### src/rtl/dq_pkg.sv
// ----------------------------------------------------------------------------
// dq_pkg
// Shared types, sizes and codes of the bounded deque block.
// ----------------------------------------------------------------------------
`default_nettype none

package dq_pkg;

  localparam int DEPTH = 16;
  localparam int PTR_W = (DEPTH > 1) ? $clog2(DEPTH) : 1;
  localparam int CNT_W = $clog2(DEPTH + 1);
  localparam int SUM_W = CNT_W + 1;

  localparam logic [2:0] MODE_INSERT      = 3'd0;
  localparam logic [2:0] MODE_REMOVE_FRONT = 3'd1;
  localparam logic [2:0] MODE_REMOVE_REAR = 3'd2;
  localparam logic [2:0] MODE_DUMP        = 3'd3;
  localparam logic [2:0] MODE_PEEK        = 3'd4;

  localparam logic [1:0] ST_OK       = 2'd0;
  localparam logic [1:0] ST_EMPTY    = 2'd1;
  localparam logic [1:0] ST_OVERFLOW = 2'd2;

  typedef struct packed {
    logic [2:0]         mode;
    logic signed [31:0] value;
  } dq_in_t;

  typedef struct packed {
    logic [1:0]         status;
    logic signed [31:0] data;
    logic               last;
  } dq_out_t;

  // commands from controller to datapath
  typedef enum logic [3:0] {
    OP_NONE,
    OP_LOAD,
    OP_PUSH,
    OP_REFUSE,
    OP_EMPTY,
    OP_PEEK,
    OP_POP_FRONT,
    OP_POP_REAR,
    OP_DUMP_FIRST,
    OP_EMIT_RD,
    OP_DUMP_STEP
  } dq_op_t;

  typedef struct packed {
    logic [2:0] mode;
    logic       empty;
    logic       full;
    logic       dump_end;
  } dq_stat_t;

endpackage

`default_nettype wire

### src/rtl/double_ended_queue.sv
// ----------------------------------------------------------------------------
// double_ended_queue
// Bounded deque of signed 32-bit words in a ring store; insert at front or
// rear by configuration, remove at either end, peek front, dump all.
//
//   channel  ports                      handshake
//   input    start, busy, in_item       taken when start && !busy
//   result   out_valid, out_item        one-cycle strobe, no back-pressure
//   config   cfg_valid, cfg_ready, cfg_data   taken when valid && ready
//
// Insert, refused insert and any empty case: busy in decode only, result
// registered from it. Remove and peek: busy in decode and emit, since the
// ring store has a registered read port. Dump: busy in decode and the dump
// steps, one word per cycle off the same read port. Reset: synchronous,
// active low, clears head, occupancy and config to insert at front; the
// store is not cleared. The receiver cannot stall; cfg_ready is always high.
// ----------------------------------------------------------------------------
`default_nettype none

module double_ended_queue (
  input  wire logic            clk,
  input  wire logic            rst_n,
  input  wire logic            start,
  output logic                 busy,
  input  wire dq_pkg::dq_in_t  in_item,
  output logic                 out_valid,
  output dq_pkg::dq_out_t      out_item,
  input  wire logic            cfg_valid,
  output logic                 cfg_ready,
  input  wire logic            cfg_data
);
  import dq_pkg::*;

  dq_op_t   op;
  dq_stat_t stat;

  assign cfg_ready = 1'b1;

  dq_ctrl u_ctrl (
    .clk   (clk),
    .rst_n (rst_n),
    .start (start),
    .busy  (busy),
    .stat  (stat),
    .op    (op)
  );

  dq_datapath u_datapath (
    .clk       (clk),
    .rst_n     (rst_n),
    .op        (op),
    .stat      (stat),
    .in_item   (in_item),
    .cfg_valid (cfg_valid),
    .cfg_data  (cfg_data),
    .out_valid (out_valid),
    .out_item  (out_item)
  );

endmodule

`default_nettype wire

### src/rtl/dq_ctrl.sv
// ----------------------------------------------------------------------------
// dq_ctrl
// Sequencer of the deque: decodes each accepted word and steps the datapath
// through its write, read and result cycles.
// ----------------------------------------------------------------------------
`default_nettype none

module dq_ctrl (
  input  wire logic             clk,
  input  wire logic             rst_n,
  input  wire logic             start,
  output logic                  busy,
  input  wire dq_pkg::dq_stat_t stat,
  output dq_pkg::dq_op_t        op
);
  import dq_pkg::*;

  typedef enum logic [1:0] {
    S_IDLE,
    S_DECODE,
    S_EMIT,
    S_DUMP
  } state_t;

  state_t state_r, state_nxt;

  assign busy = (state_r != S_IDLE);

  always_comb begin
    state_nxt = state_r;
    op        = OP_NONE;
    case (state_r)
      S_IDLE: begin
        if (start) begin
          op        = OP_LOAD;
          state_nxt = S_DECODE;
        end
      end
      S_DECODE: begin
        state_nxt = S_IDLE;
        case (stat.mode)
          MODE_INSERT: begin
            op = stat.full ? OP_REFUSE : OP_PUSH;
          end
          MODE_REMOVE_FRONT: begin
            if (stat.empty) begin
              op = OP_EMPTY;
            end else begin
              op        = OP_POP_FRONT;
              state_nxt = S_EMIT;
            end
          end
          MODE_REMOVE_REAR: begin
            if (stat.empty) begin
              op = OP_EMPTY;
            end else begin
              op        = OP_POP_REAR;
              state_nxt = S_EMIT;
            end
          end
          MODE_DUMP: begin
            if (stat.empty) begin
              op = OP_EMPTY;
            end else begin
              op        = OP_DUMP_FIRST;
              state_nxt = S_DUMP;
            end
          end
          MODE_PEEK: begin
            if (stat.empty) begin
              op = OP_EMPTY;
            end else begin
              op        = OP_PEEK;
              state_nxt = S_EMIT;
            end
          end
          default: begin
            // unused modes: no result
            op = OP_NONE;
          end
        endcase
      end
      S_EMIT: begin
        op        = OP_EMIT_RD;
        state_nxt = S_IDLE;
      end
      S_DUMP: begin
        op = OP_DUMP_STEP;
        if (stat.dump_end) begin
          state_nxt = S_IDLE;
        end
      end
      default: begin
        state_nxt = S_IDLE;
      end
    endcase
  end

  always_ff @(posedge clk) begin
    if (!rst_n) begin
      state_r <= S_IDLE;
    end else begin
      state_r <= state_nxt;
    end
  end

endmodule

`default_nettype wire

### src/rtl/dq_datapath.sv
// ----------------------------------------------------------------------------
// dq_datapath
// Ring store, head and occupancy registers, dump index, configuration bit
// and the registered result word.
// ----------------------------------------------------------------------------
`default_nettype none

module dq_datapath (
  input  wire logic            clk,
  input  wire logic            rst_n,
  input  wire dq_pkg::dq_op_t  op,
  output dq_pkg::dq_stat_t     stat,
  input  wire dq_pkg::dq_in_t  in_item,
  input  wire logic            cfg_valid,
  input  wire logic            cfg_data,
  output logic                 out_valid,
  output dq_pkg::dq_out_t      out_item
);
  import dq_pkg::*;

  localparam logic [PTR_W-1:0] LAST_SLOT = PTR_W'(DEPTH - 1);
  localparam logic [CNT_W-1:0] FULL_CNT  = CNT_W'(DEPTH);
  localparam logic [SUM_W-1:0] WRAP      = SUM_W'(DEPTH);

  function automatic logic [PTR_W-1:0] wrap_add(input logic [PTR_W-1:0] p,
                                                input logic [CNT_W-1:0] off);
    logic [SUM_W-1:0] s;
    s = SUM_W'(p) + SUM_W'(off);
    if (s >= WRAP) begin
      s = s - WRAP;
    end
    return s[PTR_W-1:0];
  endfunction

  logic [31:0]      mem [DEPTH];
  logic [31:0]      rd_data_r;

  logic [2:0]       mode_r;
  logic [31:0]      value_r;
  logic [PTR_W-1:0] head_r, head_nxt;
  logic [CNT_W-1:0] occ_r, occ_nxt;
  logic [PTR_W-1:0] idx_r, idx_nxt;
  logic             ins_front_r;

  logic             out_valid_r, out_valid_nxt;
  dq_out_t          out_item_r, out_item_nxt;

  logic             we, re;
  logic [PTR_W-1:0] wr_addr, rd_addr;
  logic [PTR_W-1:0] head_dec;
  logic [CNT_W-1:0] idx_inc;

  assign head_dec = (head_r == '0) ? LAST_SLOT : head_r - 1'b1;
  assign idx_inc  = CNT_W'(idx_r) + 1'b1;

  assign stat.mode     = mode_r;
  assign stat.empty    = (occ_r == '0);
  assign stat.full     = (occ_r == FULL_CNT);
  assign stat.dump_end = (idx_inc == occ_r);

  always_comb begin
    head_nxt      = head_r;
    occ_nxt       = occ_r;
    idx_nxt       = idx_r;
    we            = 1'b0;
    re            = 1'b0;
    wr_addr       = head_dec;
    rd_addr       = head_r;
    out_valid_nxt = 1'b0;
    out_item_nxt  = out_item_r;
    case (op)
      OP_PUSH: begin
        we = 1'b1;
        if (ins_front_r) begin
          wr_addr  = head_dec;
          head_nxt = head_dec;
        end else begin
          wr_addr = wrap_add(head_r, occ_r);
        end
        occ_nxt       = occ_r + 1'b1;
        out_valid_nxt = 1'b1;
        out_item_nxt  = '{status: ST_OK, data: value_r, last: 1'b1};
      end
      OP_REFUSE: begin
        out_valid_nxt = 1'b1;
        out_item_nxt  = '{status: ST_OVERFLOW, data: value_r, last: 1'b1};
      end
      OP_EMPTY: begin
        out_valid_nxt = 1'b1;
        out_item_nxt  = '{status: ST_EMPTY, data: '0, last: 1'b1};
      end
      OP_PEEK: begin
        re = 1'b1;
      end
      OP_POP_FRONT: begin
        re       = 1'b1;
        head_nxt = wrap_add(head_r, CNT_W'(1));
        occ_nxt  = occ_r - 1'b1;
      end
      OP_POP_REAR: begin
        re      = 1'b1;
        rd_addr = wrap_add(head_r, occ_r - 1'b1);
        occ_nxt = occ_r - 1'b1;
      end
      OP_DUMP_FIRST: begin
        re      = 1'b1;
        idx_nxt = '0;
      end
      OP_EMIT_RD: begin
        out_valid_nxt = 1'b1;
        out_item_nxt  = '{status: ST_OK, data: rd_data_r, last: 1'b1};
      end
      OP_DUMP_STEP: begin
        // emit the word read last cycle, fetch the one after it
        out_valid_nxt = 1'b1;
        out_item_nxt  = '{status: ST_OK, data: rd_data_r, last: stat.dump_end};
        re            = ~stat.dump_end;
        rd_addr       = wrap_add(head_r, idx_inc);
        idx_nxt       = idx_inc[PTR_W-1:0];
      end
      default: begin
      end
    endcase
  end

  always_ff @(posedge clk) begin
    if (we) begin
      mem[wr_addr] <= value_r;
    end
    if (re) begin
      rd_data_r <= mem[rd_addr];
    end
  end

  always_ff @(posedge clk) begin
    if (op == OP_LOAD) begin
      mode_r  <= in_item.mode;
      value_r <= in_item.value;
    end
    idx_r      <= idx_nxt;
    out_item_r <= out_item_nxt;
  end

  always_ff @(posedge clk) begin
    if (!rst_n) begin
      head_r      <= '0;
      occ_r       <= '0;
      ins_front_r <= 1'b1;
      out_valid_r <= 1'b0;
    end else begin
      head_r      <= head_nxt;
      occ_r       <= occ_nxt;
      out_valid_r <= out_valid_nxt;
      if (cfg_valid) begin
        ins_front_r <= cfg_data;
      end
    end
  end

  assign out_valid = out_valid_r;
  assign out_item  = out_item_r;

endmodule

`default_nettype wire
### config.mk
export PLATFORM = sky130hd
export DESIGN_NAME = double_ended_queue
export DESIGN_NICKNAME = d
export VERILOG_FILES = /design/src/rtl/dq_pkg.sv /design/src/rtl/double_ended_queue.sv /design/src/rtl/dq_ctrl.sv /design/src/rtl/dq_datapath.sv
export SDC_FILE = /design/constraint.sdc
export NUM_CORES = 1
export LEC_CHECK = 0
export ABC_CLOCK_PERIOD_IN_PS = 4120
export BUFFER_PORTS_ARGS = -buffer_cell sky130_fd_sc_hd__buf_2
export CELL_PAD_IN_SITES_DETAIL_PLACEMENT = 1
export CELL_PAD_IN_SITES_GLOBAL_PLACEMENT = 2
export CORE_MARGIN = 10
export CORE_UTILIZATION = 40
export CTS_BUF_LIST = sky130_fd_sc_hd__clkbuf_4
export DETAILED_ROUTE_END_ITERATION = 7
export GPL_ROUTABILITY_DRIVEN = 1
export GPL_TIMING_DRIVEN = 0
export PLACE_DENSITY = 0.71
export SKIP_CTS_REPAIR_TIMING = 1
export SLEW_MARGIN = 0
export SYNTH_ARGS = -nofsm -noshare
export SYNTH_HDL_FRONTEND = slang
export SYNTH_SLANG_ARGS = --single-unit
export TNS_END_PERCENT = 20
### constraint.sdc
create_clock -name clk -period 4.12 [get_ports clk]
set_clock_uncertainty 0.15 [all_clocks]
set_input_delay 0.618 -clock clk [delete_from_list [all_inputs] [get_ports clk]]
set_output_delay 0.618 -clock clk [all_outputs]
set_load 0.03 [all_outputs]
Word level (Yosys, flattened, before mapping)
Memories as Yosys holds them, arrays and structs flattened. A register that Yosys moved wholly into a read port is not among the register bits.
Index checks and enable logic that the tools add are counted.
{"block": "op_classes", "bitwise": 1, "n_shift": 0, "n_mul": 0, "n_eq_ne": 22, "add_sub_neg": 12, "div": 0, "n_reduce_logical": 15, "order_cmp": 4, "n_mux": 32}
{"cell": "$pmux 35 s5", "n": 1}
{"cell": "$mux 4", "n": 9}
{"cell": "$pmux 4 s2", "n": 3}
{"cell": "$pmux 4 s5", "n": 1}
{"cell": "$sub 4x1->4 const B", "n": 5}
{"cell": "$add 4x5->6", "n": 3}
{"cell": "$ge 6x5->1 const B", "n": 3}
{"cell": "$eq 4x3->1 const B", "n": 4}
{"cell": "$pmux 4 s4", "n": 1}
{"cell": "$eq 4x4->1 const B", "n": 3}
{"cell": "$mux 2", "n": 6}
{"cell": "$add 4x1->5 const B", "n": 2}
{"cell": "$pmux 5 s2", "n": 1}
{"cell": "$eq 4x2->1 const B", "n": 2}
{"cell": "$pmux 2 s4", "n": 1}
{"cell": "$reduce_bool 2->1", "n": 4}
{"cell": "$mux 1", "n": 7}
{"cell": "$eq 3x2->1 const B", "n": 2}
{"cell": "$add 5x1->5 const B", "n": 1}
{"cell": "$eq 5x5->1", "n": 1}
{"cell": "$eq 5x5->1 const B", "n": 1}
{"cell": "$ge 5x5->1 const B", "n": 1}
{"cell": "$logic_not 5->1", "n": 1}
{"cell": "$reduce_bool 5->1", "n": 1}
{"cell": "other kinds (19)", "n": 22}
{"block": "totals", "latchBits": 0, "memories": 1, "word_cells": 98, "ram_bits": 512, "register_bits": 87, "romBits": 0, "out_inout_bits": 38}
{"name": "u_datapath.mem", "depth": 16, "width": 32, "rd": 1, "rd_clocked_by_memory_dff": 1, "write_ports": 1, "line_no": "dq_datapath.sv:35", "text": "logic [31:0] mem [DEPTH];"}

Depth between registers and ports, before layout
{"block": "logic_depth", "ltp_word": 8, "ltp_mapped": 15, "mapped_depth_nobuf": 12}

Hierarchy
Synthesis repeated with hierarchy kept, for this count alone.
{"block": "hier_totals", "cells_unflattened": 1499, "hier_area_um2": 26007.4}
{"module": "dq_datapath", "seq_area_each_um2": 18778.0, "area_per_inst_um2": 25764.7, "instances": 1, "cells_per_inst": 1467}
{"module": "dq_ctrl", "seq_area_each_um2": 40.0, "area_per_inst_um2": 231.5, "instances": 1, "cells_per_inst": 30}
{"module": "double_ended_queue", "seq_area_each_um2": 0.0, "area_per_inst_um2": 11.3, "instances": 1, "cells_per_inst": 2}

Least setup slack after synthesis
No wires, ideal clock.
{"block": "synth_timing", "kind": "flip-flop to flip-flop", "start": "reg u_datapath.occ_r[0]", "end": "mem u_datapath.mem[4][0], enable pin", "path_slack_ps": -85, "period_less_slack_ps": 4205, "path_buffers": 2, "stages_incl_launch_ff": 12, "arrival_ps": 3634, "setup_time_ps": 421, "cell_sequence": "dfxtp_1 > clkbuf_1 > inv_1 > ha_1 > or4b_4 > and2_1 > nand2_1 > and4_1 > clkbuf_1 > and2_1 > o21ai_0 > nor2_1"}
{"block": "synth_between", "elab_chain_len": 8}
{"item": "start, declared", "line_no": "dq_datapath.sv:41", "text": "logic [CNT_W-1:0] occ_r, occ_nxt;"}
{"item": "start signal, assigned", "line_no": "dq_datapath.sv:152", "text": "occ_r <= occ_nxt;"}
{"item": "$eq 5x5->1 / $logic_not 5->1 (equally long branches)", "line_no": "dq_datapath.sv:58, dq_datapath.sv:57"}
{"item": "$mux 1 (tied with other cells)", "line_no": "dq_ctrl.sv:43", "text": "op = stat.full ? OP_REFUSE : OP_PUSH;"}
{"item": "$pmux 4 s5", "line_no": "dq_ctrl.sv:41", "text": "case (stat.mode)"}
{"item": "$pmux 4 s4", "line_no": "dq_ctrl.sv:32", "text": "case (state_r)"}
{"item": "$eq 4x2->1", "line_no": "dq_datapath.sv:71", "text": "case (op)"}
{"item": "$mux 1", "line_no": "dq_datapath.sv:71"}
{"item": "$mux 1", "line_no": "dq_datapath.sv:127", "text": "if (we) begin"}
{"item": "$mux 1 (not written as such)", "line_no": "dq_datapath.sv:128", "text": "mem[wr_addr] <= value_r;"}
{"item": "end, declared", "line_no": "dq_datapath.sv:35"}
Parallel ways exist; a longest one is shown, timed or not.

Worst setup path after layout
{"block": "layout_timing", "start": "reg u_datapath.occ_r[0]", "end": "reg u_datapath.rd_data_r[18], read port of u_datapath.mem (data pin)"}
{"block": "layout_between", "elab_chain_len": 7}
{"item": "branches (longest 7 deep; another with $add 4x5->6)"}
{"item": "end, declared", "line_no": "dq_datapath.sv:36", "text": "logic [31:0] rd_data_r;"}
Parallel ways; which one is timed is not known.
A chain may end at the register's enable or synchronous reset.

==> summary.md <==
| Metric | Value |
|---|---|
| DR iter-0 viols | 1897 |
| Setup violators final | 0 |
| Crit path time final | slightly above 4000 ps |
| Routability cong. | just under 0.9 |
| Number of levels in the clock H-tree | 4 |
| CP startpoint | u_datapath.occ_r[0]$_SDFFE_PN0P_ |
| Number of synthesized flops with an enable pin | 618 |
| Chip Height | ~280 um |
| TritonCTS buffer count | roughly 170 |
| Worst path setup slack after routing | ~29 ps |
| Drt drc | 0 |
| Wire length per cell after detailed routing | around 31 um |
| Unrepaired setup endpoints after global routing | true |
| Largest net degree at the start of global routing | 27 |
| Die width | 281 um |
| Type of the setup path with the least slack | register to register |
| Kind of launch point of the worst setup path | register |
| Overflow left after global routing | 0 |
| Highest achievable clock rate | 244 MHz |
| Final hold violations | 0 |
| Starting density of the core | approximately two fifths |
| Length in cells of the worst reg-to-reg path | 13 |
| Max-cap violation count | 0 |
| Relative max-transition margin | approximately 5.3% |
| Critical path destination | u_datapath.rd_data_r[18]$_DFFE_PP_ |
| Result of the run | finished clean |
| Clock-pin slew reported for the worst setup and hold paths after clock tree synthesis | about 70 ps |
| Fill cell instance count of the final layout | around 6600 |
| Top Ports | slightly below 80 |
| Fraction of final layout cells sized beyond drive strength 1 | a little under a third |
| Final worst-path cycle share | between 90 and 100% |
| Clock root buffer | sky130_fd_sc_hd__clkbuf_4 |
| Std cell rows | 95 |
| Required time of the critical path | roughly 4700 ps |
| Area of the mapped netlist | roughly 27000 um^2 |
| Main combinational cell family by area after synthesis | compound AO/OA/AOI/OAI gates |
| Endpoint class of the critical path | register |
| Dominant cells by area after synthesis | sky130_fd_sc_hd__edfxtp_1, sky130_fd_sc_hd__o2111ai_1, sky130_fd_sc_hd__o211a_1 |
| Power per standard cell area | roughly 420 nW/um^2 |
| Post-layout utilization of the core | between 40 and 50% |
| Routed met3 length | 9030 um |
| M1 wire length | between 40000 and 50000 um |
| DR vias/cell | 6.02 |
| Area of the core | around 67000 um^2 |
| Final-layout worst hold slack | ~130 ps |
| Post-synthesis mux area share | about 4.1% |
| Vias in the first global route | 19700 |
| Maximum number of buffers from clock root to sink | 3 |
| CTS tree | yes |
| Compound-gate portion of the synthesized area | between 10% and 20% |
| Count of buffers from port buffering | 76 |
| Residual antenna-violating net count after detailed routing | 0 |
| Worst voltage drop across the vdd grid | roughly 0.00022 V |
| Placement Setup Slack | -1540 ps |
| Relative area change from synthesis to final layout | 22.2% |
| WP data arrival | about 4700 ps |
| Number of synthesis warnings | 0 |
| Critical R2R Launch | u_datapath.occ_r[0]$_SDFFE_PN0P_ |
| Nets in the synthesized netlist | 1903 |
| Distinct cells, synth | 55 |
| Layout Nets | approximately 2200 |
| Highest routed metal layer | met4 |
| Wire length of the first global-routing pass | around 140000 um |
| Number of storage elements in the synthesis netlist | approximately 630 |
| Library cell occupying the most area in the post-synthesis netlist | sky130_fd_sc_hd__edfxtp_1 |
| Leakage dissipation | roughly 0.013 uW |
| Simple logic cell fraction of the synthesized area | between 3 and 4% |
| Share of flip-flops with an asynchronous set or reset after synthesis | 0% |
| Count of clock tree sinks | about 630 |
| Footprint of the flip-flops and latches | between 15000 and 20000 um^2 |
| Average instance area after synthesis | approximately 15 um^2 |
| GRT Overall Usage | approximately 25% |
| Sequential cell area fraction in the yosys report | slightly below 70% |
| Antenna violations before repair | 5 |
| Worst-path maximum fanout | 10 |
| Reg2Reg Setup Slack | between 20 and 30 ps |
| Source-to-sink clock delay at the later pin of the worst-skew pair | between 1000 and 1500 ps |
| Xor and xnor area share after synthesis | less than 1% |
| Post-synthesis share of cell area spent on full adders, half adders and majority gates | less than 1% |
| Die Area | 78800 um^2 |
| Main flop type after synthesis | sky130_fd_sc_hd__edfxtp_1 |
| Aggregate routed wire length | about 100000 um |
| Hold Path Class | input pin to register |
| Sum of net half-perimeters after detailed placement | ~64000 um |
| Detailed-router iteration count before antenna repair | 5 |
| Measured slew at the worst slew-check pin | between 1000 and 1500 ps |
| Number of instances in the synthesized netlist | approximately 1800 |
| Via count | a little under 20000 |
| Met2 wire length | about 48000 um |
| Synth top area share | 68.3% |
| Reg2reg end | u_datapath.rd_data_r[18]$_DFFE_PP_ |
| Multi-input gate area in the final layout | 7720 um^2 |
| Final Max Tran Viols | 0 |
==> where the power goes <==
part           leakage [uW]  switching [uW]  internal (uW)  total [uW]
clock               0.00132            2760           3070        5830
combinational       0.00613             521            293         814
sequential          0.00568             166           7180        7350
==> cells in the mapped netlist (14+ instances only) <==
master / instances
sky130_fd_sc_hd__o211a_1: 131
sky130_fd_sc_hd__a2111oi_0: 64
sky130_fd_sc_hd__edfxtp_1: 618
sky130_fd_sc_hd__o211a_2: 61
sky130_fd_sc_hd__a21oi_1: 14
sky130_fd_sc_hd__o21ai_0: 43
sky130_fd_sc_hd__o2111ai_1: 193
sky130_fd_sc_hd__nand2_1: 85
sky130_fd_sc_hd__mux2_2: 34
sky130_fd_sc_hd__inv_1: 203
sky130_fd_sc_hd__nor2_1: 34
sky130_fd_sc_hd__buf_2: 14
sky130_fd_sc_hd__mux2i_1: 72
sky130_fd_sc_hd__clkbuf_1: 139
==> layout make-up <==
class	count	share of cell area (%)
Sequential cell	631	56.6
Multi-Input combinational cell	850	23.2
Buffer	161	2.82
Timing Repair Buffer	173	4.96
Clock inverter	61	1.21
Clock buffer	246	5.56
Antenna cell	1	0.00753
Tap cell	873	3.29
Inverter	203	2.29
==> cell usage in the layout, fill, tap and decap left out, drive strengths merged, types with 3 or more instances in the layout <==
master       Yosys  final
a2111oi         64     64
a211oi           3      3
a21o             5      5
a21oi           14     14
a31oi            4      4
and2            11     11
and3             5      5
buf             25    169
bufinv           0      5
clkbuf         140    371
clkinv           0     49
clkinvlp         0      3
dfxtp           13     13
dlygate4sd3      0     39
edfxtp         618    618
ha              12     12
inv            203    207
mux2            34     34
mux2i           72     72
nand2           85     85
nand3            8      8
nand4            4      4
nor2            34     34
nor2b            3      3
nor3             7      7
nor4b            4      4
o2111ai        193    193
o211a          192    192
o21ai           43     43
o31ai            3      3
or3              4      4
or4              3      3
xnor2           13     13
xor2             6      6
==> cells by family after synthesis <==
family / after synthesis
flip-flops: 631
AO/OA/AOI/OAI: 532
buffers and inverters: 368
AND/OR/NAND/NOR: 178
multiplexers: 106
XOR/XNOR: 19
adder cells (fa/ha/maj): 14
other: 1
==> how the worst min path moves through the flow <==
stage	depth (start not counted)	to	from	slack, ps
after global placement	2	u_datapath.out_item[23]$_DFFE_PP_	u_datapath.rd_data_r[22]$_DFFE_PP_	370
final	2	u_datapath.value_r[22]$_DFFE_PN_	in_item[22]	130
after detailed placement	2	u_datapath.out_item[27]$_DFFE_PP_	u_datapath.rd_data_r[26]$_DFFE_PP_	370
after global routing	2	u_datapath.value_r[22]$_DFFE_PN_	in_item[22]	80
after CTS	1	u_datapath.value_r[16]$_DFFE_PN_	in_item[16]	-520
after floorplan	2	u_datapath.out_item[10]$_DFFE_PP_	u_datapath.rd_data_r[9]$_DFFE_PP_	350
==> stage by stage <==
step                      power, uW  setup TNS [ps]  instance area, um^2  std cells
after floorplan                7780          -22730                27200       1849
after global placement         8140        -1407780                28700       2798
after detailed placement       8180         -345010                29300       2822
after CTS                     14000         -361440                31600       3129
after global routing          14500            -599                33200       3199
final                         14000               0                33200       3199
==> critical path, cell delays in order (launching register included) <==
cell and delay (ps):
sky130_fd_sc_hd__dfxtp_1 330, sky130_fd_sc_hd__clkbuf_2 190, sky130_fd_sc_hd__inv_1 130, sky130_fd_sc_hd__ha_1 200, sky130_fd_sc_hd__or4b_4 510, sky130_fd_sc_hd__and2_1 220, sky130_fd_sc_hd__a31oi_4 280, sky130_fd_sc_hd__mux2i_4 310
sky130_fd_sc_hd__buf_12 150, sky130_fd_sc_hd__clkbuf_4 270, sky130_fd_sc_hd__buf_6 260, sky130_fd_sc_hd__mux2i_2 320, sky130_fd_sc_hd__a2111oi_4 140, sky130_fd_sc_hd__mux2_2 340
==> layer usage <==
metal / vias to the layer above / global-route usage [%]
li1: 8159 / -
met1: 9910 / 31.4
met2: 984 / 39.8
met3: 216 / 6.88
met4: 0 / 10.6
met5: - / 0
==> sequential cells by signal, summed over array words and instances (netlist names) <==
name and flops:
u_datapath.out_valid 1, u_datapath.rd_data_r 32, u_datapath.ins_front_r 1, u_datapath.head_r 4, u_ctrl.state_r 2, u_datapath.occ_r 5
u_datapath.mode_r 3, u_datapath.value_r 32, u_datapath.mem 512, u_datapath.out_item 35, u_datapath.idx_r 4
Note: power is estimated with default switching activity, not from simulation.
